===== config.mk =====
export PLATFORM = sky130hd
export DESIGN_NAME = ipd_frame_parser
export DESIGN_NICKNAME = d
export VERILOG_FILES = /design/src/design/ipd_pkg.sv /design/src/design/ipd_frame_parser.sv /design/src/design/ipd_core.sv /design/src/design/ipd_out_skid.sv
export SDC_FILE = /design/constraint.sdc
export NUM_CORES = 1
export LEC_CHECK = 0
export BUFFER_PORTS_ARGS = -buffer_cell sky130_fd_sc_hd__buf_2
export CAP_MARGIN = 5
export CORE_MARGIN = 4
export CORE_UTILIZATION = 49
export CTS_CLUSTER_DIAMETER = 80
export DETAILED_ROUTE_END_ITERATION = 10
export PLACE_DENSITY = 0.74
export SLEW_MARGIN = 20
export SYNTH_ARGS = -nofsm -noshare
export SYNTH_HDL_FRONTEND = slang
export SYNTH_SLANG_ARGS = --single-unit

===== constraint.sdc =====
create_clock -name clk_i -period 12.5 [get_ports clk_i]
set_input_delay 0.625 -clock clk_i [delete_from_list [all_inputs] [get_ports clk_i]]
set_output_delay 0.625 -clock clk_i [all_outputs]
set_load 0.02 [all_outputs]

===== src/design/ipd_pkg.sv =====
// Shared types, character codes and helpers for the IPD frame parser.
`default_nettype none

package ipd_pkg;

  // Width of the length accumulator and the payload counter.
  localparam int LenW   = 16;
  localparam int MulW   = LenW + 4;
  localparam int BufW   = 16;
  localparam int IdxW   = 16;
  localparam int CmpW   = (LenW > BufW) ? LenW : BufW;
  localparam int PrefixLen = 5;

  localparam logic [LenW-1:0] LenMax = {LenW{1'b1}};

  localparam logic [7:0] CharPlus  = 8'h2B;
  localparam logic [7:0] CharI     = 8'h49;
  localparam logic [7:0] CharP     = 8'h50;
  localparam logic [7:0] CharD     = 8'h44;
  localparam logic [7:0] CharComma = 8'h2C;
  localparam logic [7:0] CharColon = 8'h3A;
  localparam logic [7:0] CharZero  = 8'h30;
  localparam logic [7:0] CharFour  = 8'h34;
  localparam logic [7:0] CharNine  = 8'h39;

  typedef enum logic [1:0] {
    StNoMatch    = 2'd0,
    StIncomplete = 2'd1,
    StComplete   = 2'd2
  } status_e;

  // Packed, so the first field lands in the highest bits and the last field in the lowest.
  typedef struct packed {
    logic            saving_payload;
    logic [7:0]      store_byte;
    logic [IdxW-1:0] store_index;
    logic            store_valid;
    logic [15:0]     payload_length;
    logic [2:0]      connection_id;
    status_e         status;
  } result_t;

  localparam int ResW  = $bits(result_t);
  localparam int DataW = ((ResW + 7) / 8) * 8;

  // "+IPD," one character per position.
  function automatic logic [7:0] prefix_char(input logic [2:0] pos);
    logic [7:0] ch;
    case (pos)
      3'd0:    ch = CharPlus;
      3'd1:    ch = CharI;
      3'd2:    ch = CharP;
      3'd3:    ch = CharD;
      3'd4:    ch = CharComma;
      default: ch = 8'h00;
    endcase
    return ch;
  endfunction

endpackage

`default_nettype wire


===== src/design/ipd_frame_parser.sv =====
// Top level: byte stream in, one parse result per byte out.
// The result of a byte is registered in the output stage. Throughput: one byte
//   per cycle while s_axis_tready_o is high; the parser state updates on every
//   accepted byte and a two-entry output stage absorbs a stalled consumer.
// Reset (rst_ni low, asynchronous): parser back to prefix matching, length,
//   id and counters zero, buffer_length zero, output stage empty.
`default_nettype none

module ipd_frame_parser import ipd_pkg::*; (
  input  wire logic             clk_i,
  input  wire logic             rst_ni,

  // Configuration: buffer_length, written when cfg_we_i is high
  input  wire logic             cfg_we_i,
  input  wire logic [BufW-1:0]  cfg_wdata_i,

  // Received bytes
  input  wire logic             s_axis_tvalid_i,
  output logic                  s_axis_tready_o,
  input  wire logic [7:0]       s_axis_tdata_i,   // [7:0] rx_byte

  // Parse results
  output logic                  m_axis_tvalid_o,
  input  wire logic             m_axis_tready_i,
  // from bit 0: status[1:0], connection_id[4:2], payload_length[20:5],
  // store_valid[21], store_index[37:22], store_byte[45:38],
  // saving_payload[46], zero pad[47]
  output logic [DataW-1:0]      m_axis_tdata_o
);

  logic [BufW-1:0] buffer_length_q;
  logic            req;
  result_t         core_res;
  result_t         out_res;

  always_ff @(posedge clk_i or negedge rst_ni) begin
    if (!rst_ni) begin
      buffer_length_q <= '0;
    end else if (cfg_we_i) begin
      buffer_length_q <= cfg_wdata_i;
    end
  end

  // A request is taken whenever the skid slot is free.
  assign req = s_axis_tvalid_i && s_axis_tready_o;

  ipd_core u_core (
    .clk_i           (clk_i),
    .rst_ni          (rst_ni),
    .req_i           (req),
    .byte_i          (s_axis_tdata_i),
    .buffer_length_i (buffer_length_q),
    .result_o        (core_res)
  );

  ipd_out_skid u_out (
    .clk_i       (clk_i),
    .rst_ni      (rst_ni),
    .in_valid_i  (s_axis_tvalid_i),
    .in_ready_o  (s_axis_tready_o),
    .in_data_i   (core_res),
    .out_valid_o (m_axis_tvalid_o),
    .out_ready_i (m_axis_tready_i),
    .out_data_o  (out_res)
  );

  assign m_axis_tdata_o = {(DataW - ResW)'(0), out_res};

endmodule

`default_nettype wire


===== src/design/ipd_core.sv =====
// Parser state registers and the per-byte recognition logic.
`default_nettype none

module ipd_core import ipd_pkg::*; (
  input  wire logic            clk_i,
  input  wire logic            rst_ni,
  input  wire logic            req_i,        // byte accepted this cycle
  input  wire logic [7:0]      byte_i,
  input  wire logic [BufW-1:0] buffer_length_i,
  output result_t              result_o
);

  typedef enum logic [2:0] {
    PhPrefix  = 3'd0,
    PhId      = 3'd1,
    PhComma   = 3'd2,
    PhLen     = 3'd3,
    PhPayload = 3'd4
  } phase_e;

  phase_e          phase_q, phase_d;
  logic [2:0]      pos_q, pos_d;
  logic [LenW-1:0] cnt_q, cnt_d;
  logic [LenW-1:0] len_q, len_d;
  logic [2:0]      cid_q, cid_d;

  status_e         st;
  logic [7:0]      diff;
  logic [MulW-1:0] prod;
  logic [LenW-1:0] cnt_inc;
  logic            st_valid;
  logic [IdxW-1:0] st_index;
  logic [7:0]      st_byte;

  assign diff    = byte_i - CharZero;
  assign prod    = (MulW'(len_q) << 3) + (MulW'(len_q) << 1) + MulW'(diff[3:0]);
  assign cnt_inc = cnt_q + LenW'(1);

  always_comb begin
    phase_d  = phase_q;
    pos_d    = pos_q;
    cnt_d    = cnt_q;
    len_d    = len_q;
    cid_d    = cid_q;
    st       = StNoMatch;
    st_valid = 1'b0;
    st_index = '0;
    st_byte  = '0;

    case (phase_q)
      PhPrefix: begin
        if (pos_q < 3'(PrefixLen) && byte_i == prefix_char(pos_q)) begin
          pos_d = pos_q + 3'd1;
          st    = StIncomplete;
          if (pos_d >= 3'(PrefixLen)) phase_d = PhId;
        end
      end
      PhId: begin
        if (byte_i inside {[CharZero:CharFour]}) begin
          cid_d   = diff[2:0];
          phase_d = PhComma;
          st      = StIncomplete;
        end
      end
      PhComma: begin
        if (byte_i == CharComma) begin
          phase_d = PhLen;
          len_d   = '0;
          st      = StIncomplete;
        end
      end
      PhLen: begin
        if (byte_i == CharColon && len_q != '0) begin
          phase_d = PhPayload;
          st      = StIncomplete;
        end else if (byte_i inside {[CharZero:CharNine]}) begin
          // saturating len*10 + digit
          len_d = (prod > MulW'(LenMax)) ? LenMax : prod[LenW-1:0];
          st    = StIncomplete;
        end
      end
      PhPayload: begin
        if (CmpW'(cnt_q) < CmpW'(buffer_length_i)) begin
          st_valid = 1'b1;
          st_index = IdxW'(cnt_q);
          st_byte  = byte_i;
        end
        cnt_d = cnt_inc;
        st    = (cnt_inc == len_q) ? StComplete : StIncomplete;
      end
      default: ;
    endcase

    if (st != StIncomplete) begin
      phase_d = PhPrefix;
      pos_d   = '0;
      cnt_d   = '0;
    end

    // mismatch: retry the same byte as the start of a new prefix
    if (st == StNoMatch && byte_i == prefix_char(3'd0)) begin
      pos_d = 3'd1;
      st    = StIncomplete;
    end
  end

  always_comb begin
    result_o.status         = st;
    result_o.connection_id  = cid_d;
    result_o.payload_length = 16'(len_d);
    result_o.store_valid    = st_valid;
    result_o.store_index    = st_index;
    result_o.store_byte     = st_byte;
    result_o.saving_payload = (st == StIncomplete) && (phase_d == PhPayload);
  end

  always_ff @(posedge clk_i or negedge rst_ni) begin
    if (!rst_ni) begin
      phase_q <= PhPrefix;
      pos_q   <= '0;
      cnt_q   <= '0;
      len_q   <= '0;
      cid_q   <= '0;
    end else if (req_i) begin
      phase_q <= phase_d;
      pos_q   <= pos_d;
      cnt_q   <= cnt_d;
      len_q   <= len_d;
      cid_q   <= cid_d;
    end
  end

  // Stores happen only in the payload phase.
  assert property (@(posedge clk_i) disable iff (!rst_ni)
    req_i && result_o.store_valid |-> phase_q == PhPayload)
    else $error("store outside payload phase");

  // Any phase past the prefix implies the full prefix was matched.
  assert property (@(posedge clk_i) disable iff (!rst_ni)
    phase_q != PhPrefix |-> pos_q == 3'(PrefixLen))
    else $error("prefix position out of step with phase");

  // Payload phase is entered only with a nonzero declared length.
  assert property (@(posedge clk_i) disable iff (!rst_ni)
    phase_q == PhPayload |-> len_q != '0)
    else $error("payload phase with zero length");

  // A completed frame leaves the parser cleared.
  assert property (@(posedge clk_i) disable iff (!rst_ni)
    req_i && result_o.status == StComplete |=> phase_q == PhPrefix && cnt_q == '0)
    else $error("parser not cleared after frame end");

endmodule

`default_nettype wire


===== src/design/ipd_out_skid.sv =====
// Two-entry output register with skid slot for the result stream.
`default_nettype none

module ipd_out_skid import ipd_pkg::*; (
  input  wire logic clk_i,
  input  wire logic rst_ni,
  input  wire logic in_valid_i,
  output logic      in_ready_o,
  input  result_t   in_data_i,
  output logic      out_valid_o,
  input  wire logic out_ready_i,
  output result_t   out_data_o
);

  logic    main_valid_q, skid_valid_q;
  result_t main_q, skid_q;

  assign in_ready_o  = !skid_valid_q;
  assign out_valid_o = main_valid_q;
  assign out_data_o  = main_q;

  always_ff @(posedge clk_i or negedge rst_ni) begin
    if (!rst_ni) begin
      main_valid_q <= 1'b0;
      skid_valid_q <= 1'b0;
    end else if (!main_valid_q || out_ready_i) begin
      if (skid_valid_q) begin
        main_valid_q <= 1'b1;
        skid_valid_q <= 1'b0;
      end else begin
        main_valid_q <= in_valid_i;
      end
    end else if (in_valid_i && in_ready_o) begin
      skid_valid_q <= 1'b1;
    end
  end

  always_ff @(posedge clk_i) begin
    if (!main_valid_q || out_ready_i) begin
      main_q <= skid_valid_q ? skid_q : in_data_i;
    end else if (in_valid_i && in_ready_o) begin
      skid_q <= in_data_i;
    end
  end

  // The skid slot only fills behind a held main entry.
  assert property (@(posedge clk_i) disable iff (!rst_ni)
    skid_valid_q |-> main_valid_q)
    else $error("skid entry without main entry");

endmodule

`default_nettype wire

* Word level (Yosys, flattened, before mapping)
Cells that the tools add are included.
** Storage, ports and cells
- Flip-flop bits (word level) :: 153
- Output and inout port bits :: 50
- Logic and storage cells :: 112
** Cells by class
- Add/subtract/negate cells :: 5
- Magnitude comparators :: 7
- Eq/ne operators :: 16
- Multiplexer cells :: 40
- Bitwise operators :: 1
- Reduce and logical (&&, ||, !) cells :: 21
** Operator list (number)
- $mux 16 :: 8
- $mux 47 :: 1
- $mux 3 :: 12
- $pmux 7 s5 :: 1
- $pmux 16 s2 :: 1
- $eq 8x6->1 const B :: 3
- $mux 8 :: 3
- $add 19x17->20 :: 1
- $add 20x4->20 :: 1
- $gt 20x16->1 const B :: 1
- $add 16x1->16 const B :: 1
- $eq 16x16->1 :: 1
- $le 8x6->1 const B :: 2
- $lt 16x16->1 :: 1
- $reduce_bool 16->1 :: 1
- $eq 3x2->1 const B :: 4
- $pmux 3 s4 :: 1
- $pmux 2 s5 :: 1
- $eq 3x3->1 const B :: 3
- $mux 1 :: 9
- $eq 8x8->1 :: 1
- $ge 8x6->1 const B :: 1
- $logic_and 1x1->1 :: 7
- $eq 3x1->1 const B :: 2
- other kinds (16) :: 23

* Logic depth before layout (Yosys ltp)
Gate-level depths: netlist (run 1).
- Depth in word-level cells :: 13
- Mapped depth :: 12

* Modules after synthesis
From an unflattened synthesis (run 1), not the netlist that was laid out.
** Second synthesis, totals
- Cell total of the unflattened synthesis :: 829
- Area total of the unflattened synthesis :: 9222.6 um2
** Modules (own cells, without submodules)
- ipd_core :: times used 1, cells an instance 637, area each 4842.1 um2, seq. area each 1026.0 um2
- ipd_out_skid :: times used 1, cells an instance 155, area each 3713.6 um2, seq. area each 2872.8 um2
- ipd_frame_parser :: times used 1, cells an instance 37, area each 666.9 um2, seq. area each 400.4 um2

* Least setup slack after synthesis (run 1)
No wires, ideal clock.
- Kind :: input to register
- From :: input m_axis_tready_i
- To :: register u_out.skid_q[0] (netlist bit), enable pin
- Library setup time :: 0.452 ns
- Data arrival time :: 3.931 ns
- Required time :: 12.048 ns
- Slack :: 8.117 ns
- Stages :: 2
- Buffers on the path :: 0
- Path through :: nand2b_1 -> nor2_1
** On the way
- Cells in the longest elaborated chain, start to end :: 3
** RTL lines
- from (decl) :: RTL line ipd_frame_parser.sv:24 : input wire logic m_axis_tready_i,
- $logic_or 1x1->1 :: RTL line ipd_out_skid.sv:39 : if (!main_valid_q || out_ready_i) begin
- $not 1->1 (no source line)
- $reduce_and 2->1 (no source line)
- to (signal assigned) :: RTL line ipd_out_skid.sv:42 : skid_q <= in_data_i;
- to (decl) :: RTL line ipd_out_skid.sv:16 : result_t main_q, skid_q;
No other way between the ends.
A chain may end at the register's enable or synchronous reset.

* Final worst setup path (run 1)
- From :: register u_core.len_q[0]
- To :: register u_out.main_q (netlist bit u_out.out_data_o[5]), data pin
** On the way
- Cells in the longest elaborated chain, start to end :: 8
- Elaborated cells on any way between the ends :: 11
- Classes of those cells :: add/sub (2); order compare (1); mux (6); reduce/logical (2)
** RTL lines
- from (decl) :: RTL line ipd_core.sv:24 : logic [LenW-1:0] len_q, len_d;
- from (signal assigned) :: RTL line ipd_core.sv:128 : len_q <= len_d;
- $add 19x17->20 :: RTL line ipd_core.sv:36 : assign prod = (MulW'(len_q) << 3) + (MulW'(len_q) << 1) + MulW'(diff[3:0]);
- $add 20x4->20 :: RTL line ipd_core.sv:36
- $gt 20x16->1 :: RTL line ipd_core.sv:78 : len_d = (prod > MulW'(LenMax)) ? LenMax : prod[LenW-1:0];
- $mux 16 :: RTL line ipd_core.sv:78
- $mux 16 :: RTL line ipd_core.sv:76 : end else if (byte_i inside {[CharZero:CharNine]}) begin
- $mux 16 :: RTL line ipd_core.sv:73 : if (byte_i == CharColon && len_q != '0) begin
- $pmux 16 s2 (*) :: RTL line ipd_core.sv:50 : case (phase_q)
- $mux 47 (*) :: RTL line ipd_out_skid.sv:40 : main_q <= skid_valid_q ? skid_q : in_data_i;
- to (signal assigned) :: RTL line ipd_out_skid.sv:40
- to (decl) :: RTL line ipd_out_skid.sv:16
Every way passes the cells marked *; elsewhere a longest branch is shown, timed or not.

==> implementation parameters, run 1 <==
Parameter                              Value

Run status
  Outcome ... completed

Synth
  Area share of the largest cell type after synthesis ... between 30% and 40%
  Syn Nets ... between 900 and 1000
  Warnings from Yosys ... 0
  Flops & latches, synth ... roughly 150
  Cell area after technology mapping ... between 0.008 and 0.009 mm^2
  Number of synthesized flops with an enable pin ... 94
  Distinct cells, synth ... a little over 70
  Synthesized area per cell ... between 9 and 10 um^2
  Post-synthesis cell type with the largest combined area ... sky130_fd_sc_hd__edfxtp_1
  Async SR Flop Fraction ... approximately two fifths
  Sequential element share of the synthesized area ... 48.0%
  Synthesized netlist cell count ... approximately 900
  Top area cells in the synthesized netlist ... sky130_fd_sc_hd__edfxtp_1 (32%), sky130_fd_sc_hd__dfrtp_1 (16%), sky130_fd_sc_hd__ha_1 (7.3%), sky130_fd_sc_hd__nand2_1 (4.8%), sky130_fd_sc_hd__o21ai_0 (3.7%)
  Primary FF master, synth ... sky130_fd_sc_hd__edfxtp_1

Global routing
  GRT overflow ... 0
  Overall global routing resource usage ... 21.2%
  Maximum number of pins on one net before global-route repair ... 79
  Number of global-route vias before repair ... 6715
  First-pass GRT wire length ... between 30000 and 40000 um
  Number of antenna violations at the first check in global routing ... 0

Timing
  Final setup skew ... between 9 and 10 ps
  Maximum clock rate ... around 0.23 GHz
  Period utilisation layout ... 34.1%
  Actual slew at the worst max-slew pin ... 850 ps
  Final number of max-transition violations ... 0
  Count of final hold-check violations ... 0
  Sum of negative setup slack ... 0 ps
  Max-Slew Margin vs Limit ... 43.3%
  Post-route minimum period ... roughly 4300 ps
  RSZ-0062 raised after global routing ... false
  Total of endpoints with negative setup slack in the final report ... 0

Clock tree
  Post-CTS Resized ... 0
  Clock tree from TritonCTS ... done
  Clock edge transition at the registers on the reported setup and hold paths ... 60 ps
  Max clock buf depth ... 2
  Num Clock Sinks ... 153
  Clock latency at the later pin of the worst-skew pair ... between 400 and 500 ps
  Clock Root Buffer ... sky130_fd_sc_hd__clkbuf_16
  Number of clock buffers inserted by TritonCTS ... 17
  Total of hold buffers inserted after clock tree synthesis ... 0
  Buffers inserted during post-CTS setup optimization ... 0
  H-tree depth ... 4

Detailed routing
  Post-detailed-route count of antenna-violating nets ... 0
  Met2 wirelength from detailed routing ... around 10000 um
  Met1 layer wirelength in the final routing ... approximately 9300 um
  Amount of wire on met3 after detailed routing ... between 1000 and 1500 um
  Detailed-route wire length ... roughly 21000 um
  DR pass1 iterations ... 5
  Remaining DRCs ... 0
  Wire length per cell ... 17.7 um
  First DRT Iteration DRCs ... between 600 and 700
  Ratio of routed vias to standard cells ... just under 6
  Total vias in the final route ... 7134
  Uppermost metal layer occupied by signal nets ... met4

Setup path
  CP startpoint kind ... flop
  Crit path max fanout ... 12
  Type of the setup path with the least slack ... reg2reg
  Data arrival at the endpoint of the critical path ... between 4000 and 5000 ps
  Launching point of the worst reg2reg path ... u_core.len_q[0]
  Critical path startpoint ... u_core.len_q[0]
  Worst setup EP type ... flop
  Worst path required time ... roughly 13000 ps

Final layout
  Number of diodes ... 0
  Layout overhead on the synthesized area ... 12.3%
  Fraction of layout cells with a size suffix above 1 ... between 10 and 15%
  Final layout net count ... 1037

Die
  Width of the die ... 143 um
  Area of the die ... between 0.02 and 0.025 mm^2
  Num rows ... between 40 and 50
  Count of pins on the block boundary ... 79
  Die Y-Extent ... roughly 140 um
  CORE AREA ... 0.0180 mm^2
  Starting Density ... around 50%

Power
  Power per unit of standard cell area ... between 100 and 150 mW/mm^2
  Largest voltage drop on the vdd net ... approximately 0.12 mV
  Leakage power of the design ... between 4 and 5 nW
  Sum of internal, switching and leakage power ... around 1.5 mW

Place
  RD Place Congestion ... approximately 0.89
  Number of input and output port buffers inserted ... 77
  Detailed placer's ending HPWL ... approximately 14000 um

Hold path
  Hold Path Class ... in2async

Job
  Maximum capacitance violations ... 0
-- cells in the final DEF, fill, tap and decap left out, types with 6 or more instances in the layout --
master / netlist / final
sky130_fd_sc_hd__nor3b_1: 10 / 10
sky130_fd_sc_hd__nor2_1: 63 / 60
sky130_fd_sc_hd__nand4_1: 10 / 10
sky130_fd_sc_hd__nor3_1: 19 / 19
sky130_fd_sc_hd__and3_1: 6 / 6
sky130_fd_sc_hd__clkbuf_16: 0 / 17
sky130_fd_sc_hd__a31oi_1: 16 / 16
sky130_fd_sc_hd__nand2_1: 115 / 115
sky130_fd_sc_hd__o211ai_1: 8 / 8
sky130_fd_sc_hd__xor2_1: 12 / 12
sky130_fd_sc_hd__a211oi_1: 8 / 8
sky130_fd_sc_hd__ha_1: 52 / 52
sky130_fd_sc_hd__mux2_2: 10 / 10
sky130_fd_sc_hd__o21ai_1: 9 / 9
sky130_fd_sc_hd__a21o_1: 17 / 17
sky130_fd_sc_hd__buf_2: 11 / 77
sky130_fd_sc_hd__o21ai_0: 67 / 67
sky130_fd_sc_hd__a22o_1: 8 / 8
sky130_fd_sc_hd__o22ai_1: 7 / 7
sky130_fd_sc_hd__a21oi_1: 44 / 44
sky130_fd_sc_hd__inv_1: 50 / 50
sky130_fd_sc_hd__nand3_1: 15 / 15
sky130_fd_sc_hd__o31ai_1: 40 / 39
sky130_fd_sc_hd__dfrtp_1: 59 / 58
sky130_fd_sc_hd__xnor2_1: 18 / 18
sky130_fd_sc_hd__nor4_1: 13 / 13
sky130_fd_sc_hd__buf_4: 3 / 7
sky130_fd_sc_hd__edfxtp_1: 94 / 94
-- state kept, by name, indices dropped and copies added (netlist names) --
signal	cells
u_core.len_q	16
u_out.out_valid_o	1
u_core.cid_q	3
u_core.cnt_q	16
u_out.skid_valid_q	1
u_core.phase_q	3
u_core.pos_q	3
buffer_length_q	16
u_out.skid_q	47
u_out.out_data_o	47
-- cells by family (layout without fill, tap and decap cells) --
kind of cell,Yosys count,count (layout),share of synthesized area [%]
adder cells (fa/ha/maj),54,54,7.71
buffers and inverters,107,166,4.77
AO/OA/AOI/OAI,264,264,19.3
flip-flops,153,153,48.0
XOR/XNOR,30,30,2.93
other,1,1,0.0419
multiplexers,12,12,1.48
AND/OR/NAND/NOR,287,287,15.8
-- cells in the mapped netlist (16+ instances only) --
library cell / count
sky130_fd_sc_hd__nand2_1: 115
sky130_fd_sc_hd__edfxtp_1: 94
sky130_fd_sc_hd__o21ai_0: 67
sky130_fd_sc_hd__nor2_1: 63
sky130_fd_sc_hd__dfrtp_1: 59
sky130_fd_sc_hd__ha_1: 52
sky130_fd_sc_hd__inv_1: 50
sky130_fd_sc_hd__a21oi_1: 44
sky130_fd_sc_hd__clkbuf_1: 41
sky130_fd_sc_hd__o31ai_1: 40
sky130_fd_sc_hd__nor3_1: 19
sky130_fd_sc_hd__xnor2_1: 18
sky130_fd_sc_hd__a21o_1: 17
sky130_fd_sc_hd__a31oi_1: 16
-- metal layers --
metal  up-vias  track usage (%)
met4         0             6.70
li1       3452                -
met2       205             35.2
met5         -                0
met1      3451             28.1
met3        26             4.32
-- worst paths after layout --
path                                  endpoint  cells after the start  slack [ps]
min in group clk_i         buffer_length_q[15]                      3         400
setup / recovery           u_out.out_data_o[5]                     10        8240
max in group asynchronous   u_out.skid_valid_q                      2       11500
setup reg to reg           u_out.out_data_o[5]                     10        8240
hold reg to reg                u_core.cid_q[2]                      2         480
hold / removal                 u_core.len_q[9]                      2         400
-- area by class of cell --
| type | instances | area, um^2 |
|---|---|---|
| repair buffers | 84 | 438 |
| clock buffers | 20 | 437 |
| inverters | 50 | 188 |
| flip-flops and latches | 153 | 4300 |
| multi-input cells | 648 | 4260 |
| fillers | 1584 | 7910 |
| clock inverters | 12 | 150 |
| well taps | 229 | 287 |
-- metrics by stage --
stage	cells	utilization (%)	cell area (um^2)	hold slack [ps]	setup WS, ps
2_1_floorplan	908	-	8950	329	8120
3_3_place_gp	1164	52.7	9470	453	7980
3_5_place_dp	1164	52.7	9470	461	7810
4_1_cts	1196	56.0	10100	390	8100
5_1_grt	1196	56.0	10100	410	7940
6_report	1196	56.0	10100	395	8240
-- worst max-delay path, cell delays in order, from the launching register on --
cell	delay (ps)
sky130_fd_sc_hd__dfrtp_1	520
sky130_fd_sc_hd__fa_1	520
sky130_fd_sc_hd__fa_1	480
sky130_fd_sc_hd__a21o_1	190
sky130_fd_sc_hd__a221oi_1	430
sky130_fd_sc_hd__or3_1	250
sky130_fd_sc_hd__a211oi_1	110
sky130_fd_sc_hd__nor4bb_1	280
sky130_fd_sc_hd__nand4_1	570
sky130_fd_sc_hd__a211oi_1	510
sky130_fd_sc_hd__o31ai_1	120
-- where the power goes --
group / internal [mW] / total (mW) / switching, mW
logic: 0.130 / 0.342 / 0.212
registers: 0.581 / 0.612 / 0.0303
clock network: 0.313 / 0.518 / 0.204
total: 1.02 / 1.47 / 0.447
Power figures use the tool's default switching activity.
==> run 2, diff against run 1 <==
Clock period 12.5 ns to 4.2 ns, I/O delays scaled along.
==> run 2 against run 1 <==
- clock skew increased by 1.2 ps
- via count up 2.6%
- core utilization is 1.2 points higher
- flip-flop and latch count unchanged
- largest cell class unchanged
==> implementation parameters, run 2 (same netlist as run 1, synthesis figures left out) <==
Parameter                              Value

Timing
  Worst slack on hold paths ... 9.94 ps (-385 ps)
  Total of endpoints with negative setup slack in the final report ... 0 (unchanged)
  RSZ-0062 raised after global routing ... false
  Actual slew at the worst max-slew pin ... 976 ps (+126 ps)
  Max-Slew Margin vs Limit ... 34.9% (-8.4 points)
  Period utilisation layout ... 92.3% (+58 points)
  Sum of negative setup slack ... 0 ps (unchanged)
  Count of final hold-check violations ... 0 (unchanged)
  Post-route minimum period ... 3880 ps (-380 ps)
  Final number of max-transition violations ... 0 (unchanged)
  Final setup skew ... 10.9 ps (+1.23 ps)
  Maximum clock rate ... 0.258 GHz (+9.8%)

Setup path
  Slowest cell on the critical path ... sky130_fd_sc_hd__dfrtp_1
  Worst setup EP type ... flop
  Type of the setup path with the least slack ... reg2reg
  Critical register-to-register path endpoint ... u_out.out_data_o[5]
  Top Family by Delay on Critical Path ... compound AO/OA/AOI/OAI gates
  CP startpoint kind ... flop
  Cell count of the worst reg-to-reg path ... 11 (+1)
  Slowest Stage Delay on Critical Path ... 530 ps (-40 ps)
  Data arrival at the endpoint of the critical path ... 4020 ps (-380 ps)
  Crit path max fanout ... 8 (-4)
  Worst path required time ... 4340 ps (-8300 ps)
  Cell-by-cell listing of the critical path ... fa_1 > fa_1 > a21o_1 > a221oi_2 > or3_1 > a211oi_1 > nor4bb_1 > nand4_1 > buf_4 > a211oi_1 > o31ai_1
  Launching point of the worst reg2reg path ... u_core.len_q[0]
  R2r setup slk ... 320 ps (-7920 ps)
  Crit path buf inv count ... 1 (+1)

Final layout
  Final Non-Filler Cells ... 1221 (+2.1%)
  Layout overhead on the synthesized area ... 14.8%
  Fraction of layout cells with a size suffix above 1 ... 15.4% (+0.84 points)
  Highest-count cells in the layout ignoring fill and taps ... sky130_fd_sc_hd__nand2_1 (115), sky130_fd_sc_hd__edfxtp_1 (94), sky130_fd_sc_hd__buf_2 (77), sky130_fd_sc_hd__o21ai_0 (67), sky130_fd_sc_hd__nor2_1 (62)
  Final layout net count ... 1062 (+2.4%)
  Leading cell type in the layout, fill and taps excluded ... sky130_fd_sc_hd__nand2_1
  Number of diodes ... 0 (unchanged)

Power
  Reported net switching power ... 1.35 mW (+200%)
  Largest voltage drop on the vdd net ... 0.340 mV (+190%)
  Power per unit of standard cell area ... 426 mW/mm^2 (+190%)
  Part of the total power dissipated in sequential elements ... 41.4% (-0.2 points)
  Leakage power of the design ... 4.17 nW (+2.4%)
  Fraction of power spent switching nets ... 30.8% (+0.45 points)
  Sum of internal, switching and leakage power ... 4.37 mW (+200%)
  Combinational share of power ... 24.3% (+1.0 points)
  Part of the power in the clock network ... 34.4% (-0.8 points)
  Internal Power ... 3.03 mW (+200%)

Die
  Width of the die ... 143 um (unchanged)
  Die Y-Extent ... 143 um (unchanged)
  Area of the die ... 0.0205 mm^2 (unchanged)
  CORE AREA ... 0.0180 mm^2 (unchanged)
  Count of pins on the block boundary ... 79 (unchanged)
  Starting Density ... 49.8% (unchanged)
  Num rows ... 49 (unchanged)

Global routing
  First-pass GRT wire length ... 36300 um (+5.5%)
  Maximum number of pins on one net before global-route repair ... 78 (-1.3%)
  Overall global routing resource usage ... 22.2% (+1.0 points)
  Number of antenna violations at the first check in global routing ... 1 (+1)
  GRT overflow ... 0 (unchanged)
  Number of global-route vias before repair ... 7107 (+5.8%)

Detailed routing
  Ratio of routed vias to standard cells ... 6.00 (+0.53%)
  Total vias in the final route ... 7322 (+2.6%)
  DR pass1 iterations ... 5 (unchanged)
  Remaining DRCs ... 0 (unchanged)
  Post-detailed-route count of antenna-violating nets ... 0 (unchanged)
  Detailed-route wire length ... 21900 um (+3.8%)
  First DRT Iteration DRCs ... 593 (-8.1%)
  Wire length per cell ... 18.0 um (+1.7%)

Clock tree
  Clock tree from TritonCTS ... done
  Num Clock Sinks ... 153 (unchanged)
  Max clock buf depth ... 2 (unchanged)
  Clock Root Buffer ... sky130_fd_sc_hd__clkbuf_16
  Number of clock buffers inserted by TritonCTS ... 17 (unchanged)
  Clock latency at the later pin of the worst-skew pair ... 430 ps (about the same)
  Buffers inserted during post-CTS setup optimization ... 0 (unchanged)
  Clock edge transition at the registers on the reported setup and hold paths ... 60 ps (about the same)
  H-tree depth ... 4 (unchanged)

Place
  Detailed placer's ending HPWL ... 15100 um (+5.4%)
  Placed cell count ... 1176 (+1.0%)
  Number of input and output port buffers inserted ... 77 (unchanged)
  RD Place Congestion ... 0.897 (+0.70%)

Run status
  Outcome ... completed

Hold path
  Cells on Worst Hold Path ... 3
  Hold Path Class ... in2reg
  Hold worst-path end ... buffer_length_q[15]
  Launch point of the worst hold path ... cfg_wdata_i[15]

Job
  Maximum capacitance violations ... 0 (unchanged)
## run 2: cell count changes in the layout (fill, tap and decap cells not counted), moves of 2 or more
cell / change
sky130_fd_sc_hd__dlygate4sd3_1: +13
sky130_fd_sc_hd__buf_4: +11
sky130_fd_sc_hd__clkinv_4: -2
sky130_fd_sc_hd__clkinvlp_4: +4
sky130_fd_sc_hd__nor2_2: -2
sky130_fd_sc_hd__nor2_1: +2
## run 2: per-layer routing
| layer | track usage (%) | vias up | share of wire [%] | wire length, um |
|---|---|---|---|---|
| li1 | - | 3509 | - | - |
| met1 | 28.8 | 3512 | 42 | 9290 |
| met2 | 36.5 | 254 | 49 | 10700 |
| met3 | 4.22 | 47 | 5.9 | 1300 |
| met4 | 9.45 | 0 | 2.8 | 613 |
| met5 | 0 | - | 0 | 0 |
## run 2: cell type report
class	count	area, um^2
Clock buffer	21	450
Clock inverter	11	124
Fill cell	1570	7680
Inverter	50	188
Multi-Input combinational cell	648	4260
Sequential cell	153	4300
Tap cell	229	287
Timing Repair Buffer	109	671
## run 2: tightest hold or removal path, stage by stage
cell and delay, ps:
sky130_fd_sc_hd__buf_2 80, sky130_fd_sc_hd__nand2_1 30, sky130_fd_sc_hd__o21ai_0 70
## run 2: power by group through the flow
stage | Combinational [mW] | Clock, mW | Sequential (mW)
6_report | 1.06 | 1.50 | 1.81
5_1_grt | 1.19 | 1.59 | 1.82
4_1_cts | 1.06 | 1.52 | 1.81
3_5_place_dp | 1.04 | 0 | 1.84
3_3_place_gp | 1.03 | 0 | 1.84
2_1_floorplan | 0.690 | 0 | 1.88
## run 2: what timing repair did
action / 4_1_cts / 5_1_grt
setup endpoints to repair: 0 / 8
hold buffers: 13 / 0
hold endpoints to repair: 47 / 0
resized for setup: 0 / 1
## run 2: worst max-delay path by stage
stage	startpoint	endpoint	slack, ps	depth (start not counted)
final	u_core.len_q[0]	u_out.out_data_o[5]	320	11
after global routing	u_core.len_q[0]	u_out.out_data_o[10]	70	11
after CTS	u_core.len_q[0]	u_out.out_data_o[5]	250	11
after detailed placement	u_core.len_q[0]	u_out.out_data_o[18]	250	11
after global placement	u_core.len_q[0]	u_out.out_data_o[16]	450	11
after floorplan	u_out.out_valid_o	u_out.skid_q[0]	40	2
## run 2: metrics by stage
stage,worst slack [ps],utilization [%],instance area (um^2)
after floorplan,35.4,-,8950
after global placement,446,53.3,9570
after detailed placement,255,53.3,9570
after CTS,254,57.2,10300
after global routing,72.9,57.2,10300
final,323,57.2,10300
==> run 3, diff against run 2 <==
Settings changed: PLACE_DENSITY 0.74 to 0.76, SLEW_MARGIN 20 to default.
Clock period 4.2 ns to 3.5 ns, I/O delays scaled along.
==> run 3 against run 2 <==
- die area is the same
- critical endpoint is now u_out.out_data_o[9]
- cell count grew 3.1%
- highest routed layer unchanged
- sequential share of layout area shrank 2.0 points
==> implementation parameters, run 3 (same netlist as run 1, synthesis figures left out) <==
Parameter                              Value

Final layout
  Layout overhead on the synthesized area ... 20.7%
  Area occupied by registers ... 0.00430 mm^2 (unchanged)
  Cell area after layout ... 0.0108 mm^2 (+5.1%)
  Final Non-Filler Cells ... 1259 (+3.1%)
  Leading cell type in the layout, fill and taps excluded ... sky130_fd_sc_hd__nand2_1
  Final layout net count ... 1100 (+3.6%)
  Fraction of layout cells with a size suffix above 1 ... 20.6% (+5.2 points)
  Highest-count cells in the layout ignoring fill and taps ... sky130_fd_sc_hd__nand2_1 (115), sky130_fd_sc_hd__edfxtp_1 (94), sky130_fd_sc_hd__buf_2 (77), sky130_fd_sc_hd__o21ai_0 (67), sky130_fd_sc_hd__nor2_1 (61)
  Multi-input combinational cell area ... 0.00446 mm^2 (+4.6%)
  Number of diodes ... 0 (unchanged)
  Fillers ... 1467 (-6.6%)

Global routing
  First-pass GRT wire length ... 36300 um (-0.13%)
  Number of antenna violations at the first check in global routing ... 0 (-1)
  GRT overflow ... 0 (unchanged)
  Overall global routing resource usage ... 22.2% (+0.032 points)
  Maximum number of pins on one net before global-route repair ... 77 (-1.3%)
  Number of global-route vias before repair ... 7236 (+1.8%)

Detailed routing
  Total vias in the final route ... 7554 (+3.2%)
  Ratio of routed vias to standard cells ... 6.00 (about the same)
  Remaining DRCs ... 0 (unchanged)
  First DRT Iteration DRCs ... 654 (+10%)
  Wire length per cell ... 18.3 um (+1.7%)
  DR pass1 iterations ... 5 (unchanged)
  Post-detailed-route count of antenna-violating nets ... 0 (unchanged)
  Detailed-route wire length ... 23000 um (+4.9%)

Setup path
  Worst path required time ... 3640 ps (-700 ps)
  Type of the setup path with the least slack ... reg2reg
  Worst setup EP type ... flop
  Launching point of the worst reg2reg path ... u_core.len_q[0]
  Crit path max fanout ... 5 (-3)
  Data arrival at the endpoint of the critical path ... 3590 ps (-430 ps)
  Termination of the worst setup path ... u_out.out_data_o[9]
  Cell count of the worst reg-to-reg path ... 12 (+1)
  Critical register-to-register path endpoint ... u_out.out_data_o[9]
  CP startpoint kind ... flop
  Critical path startpoint ... u_core.len_q[0]
  R2r setup slk ... 50 ps (-270 ps)

Place
  RD Place Congestion ... 0.909 (+1.3%)
  Placed cell count ... 1202 (+2.2%)
  Dpl cell area ... 0.00977 mm^2 (+2.1%)
  Number of input and output port buffers inserted ... 77 (unchanged)
  Detailed placer's ending HPWL ... 15700 um (+4.1%)

Power
  Power per unit of standard cell area ... 507 mW/mm^2 (+19%)
  Leakage power of the design ... 4.42 nW (+6.1%)
  Largest voltage drop on the vdd net ... 0.417 mV (+23%)

Timing
  Worst slack on hold paths ... 124 ps (+114 ps)
  Actual slew at the worst max-slew pin ... 908 ps (-68.2 ps)
  Maximum clock rate ... 0.290 GHz (+12%)
  Post-route minimum period ... 3450 ps (-427 ps)
  Total of endpoints with negative setup slack in the final report ... 0 (unchanged)
  Count of final hold-check violations ... 0 (unchanged)
  Final setup skew ... 7.64 ps (-3.29 ps)
  RSZ-0062 raised after global routing ... true
  Period utilisation layout ... 98.6% (+6.3 points)
  Final number of max-transition violations ... 0 (unchanged)
  Max-Slew Margin vs Limit ... 39.5% (+4.5 points)

Die
  Width of the die ... 143 um (unchanged)
  Count of pins on the block boundary ... 79 (unchanged)
  Num rows ... 49 (unchanged)
  Area of the die ... 0.0205 mm^2 (unchanged)
  Starting Density ... 49.8% (unchanged)
  Die Y-Extent ... 143 um (unchanged)
  CORE AREA ... 0.0180 mm^2 (unchanged)

Clock tree
  Num Clock Sinks ... 153 (unchanged)
  Clock latency at the later pin of the worst-skew pair ... 420 ps (about the same)
  Number of clock buffers inserted by TritonCTS ... 17 (unchanged)
  Max clock buf depth ... 2 (unchanged)
  Clock tree from TritonCTS ... done
  H-tree depth ... 4 (unchanged)
  Clock Root Buffer ... sky130_fd_sc_hd__clkbuf_16
  Clock edge transition at the registers on the reported setup and hold paths ... 60 ps (about the same)

Job
  Maximum capacitance violations ... 0 (unchanged)

Run status
  Outcome ... completed

Hold path
  Cells on Worst Hold Path ... 3 (unchanged)
  Hold Path Class ... in2reg
==> run 3: layout make-up <==
| type | instances | area share, % |
|---|---|---|
| clock buffers | 19 | 4.19 |
| well taps | 229 | 2.65 |
| repair buffers | 147 | 9.03 |
| clock inverters | 13 | 1.34 |
| multi-input cells | 648 | 41.2 |
| flip-flops and latches | 153 | 39.8 |
| inverters | 50 | 1.74 |
==> run 3: how the worst min path moves through the flow <==
stage | startpoint | to
after floorplan | rst_ni | buffer_length_q[0]
after global placement | rst_ni | u_core.len_q[12]
after detailed placement | rst_ni | u_core.len_q[12]
after CTS | s_axis_tdata_i[7] | u_out.skid_q[45]
after global routing | s_axis_tdata_i[7] | u_out.skid_q[45]
final | s_axis_tdata_i[7] | u_out.skid_q[45]
==> run 3: routing by layer <==
metal  track usage, %  wire (um)  vias up
li1                 -          -     3580
met1             28.7       9630     3659
met2             38.2      11600      267
met3             3.05       1130       48
met4             8.55        596        0
met5                0          0        -
==> run 3: where the power goes <==
part | switching, mW | internal [mW] | leakage (nW)
clock network | 0.763 | 1.09 | 0.293
registers | 0.0619 | 2.08 | 1.65
logic | 0.895 | 0.581 | 2.48
total | 1.72 | 3.75 | 4.42
==> run 3: what timing repair did <==
item	in CTS	in global routing
hold buffers	18	0
pin swaps	0	18
gates cloned	0	2
buffers inserted	0	6
gates resized for setup	12	25
endpoints found under the setup margin	25	33
endpoints found under the hold margin	76	0
==> run 3: stage by stage <==
| stage | util [%] | TNS [ps] | power, mW | setup slack (ps) |
|---|---|---|---|---|
| floorplan | - | 0 | 3.09 | 54.4 |
| global placement | 54.4 | -97.6 | 3.46 | -62.6 |
| detailed placement | 54.4 | -583 | 3.50 | -117 |
| CTS | 59.0 | 0 | 5.38 | 10.2 |
| global route | 60.1 | -2680 | 5.72 | -166 |
| finish | 60.1 | 0 | 5.47 | 50.0 |
==> run 3: worst max-delay path, cell delays in order (launching register included) <==
cell	delay, ps
sky130_fd_sc_hd__dfrtp_1	380
sky130_fd_sc_hd__buf_4	140
sky130_fd_sc_hd__fa_1	480
sky130_fd_sc_hd__fa_2	360
sky130_fd_sc_hd__a21o_1	190
sky130_fd_sc_hd__a221oi_2	290
sky130_fd_sc_hd__or3_4	220
sky130_fd_sc_hd__a211oi_4	70
sky130_fd_sc_hd__nor4bb_1	260
sky130_fd_sc_hd__nand4_1	220
sky130_fd_sc_hd__buf_4	240
sky130_fd_sc_hd__nor3b_2	210
sky130_fd_sc_hd__o31ai_1	100
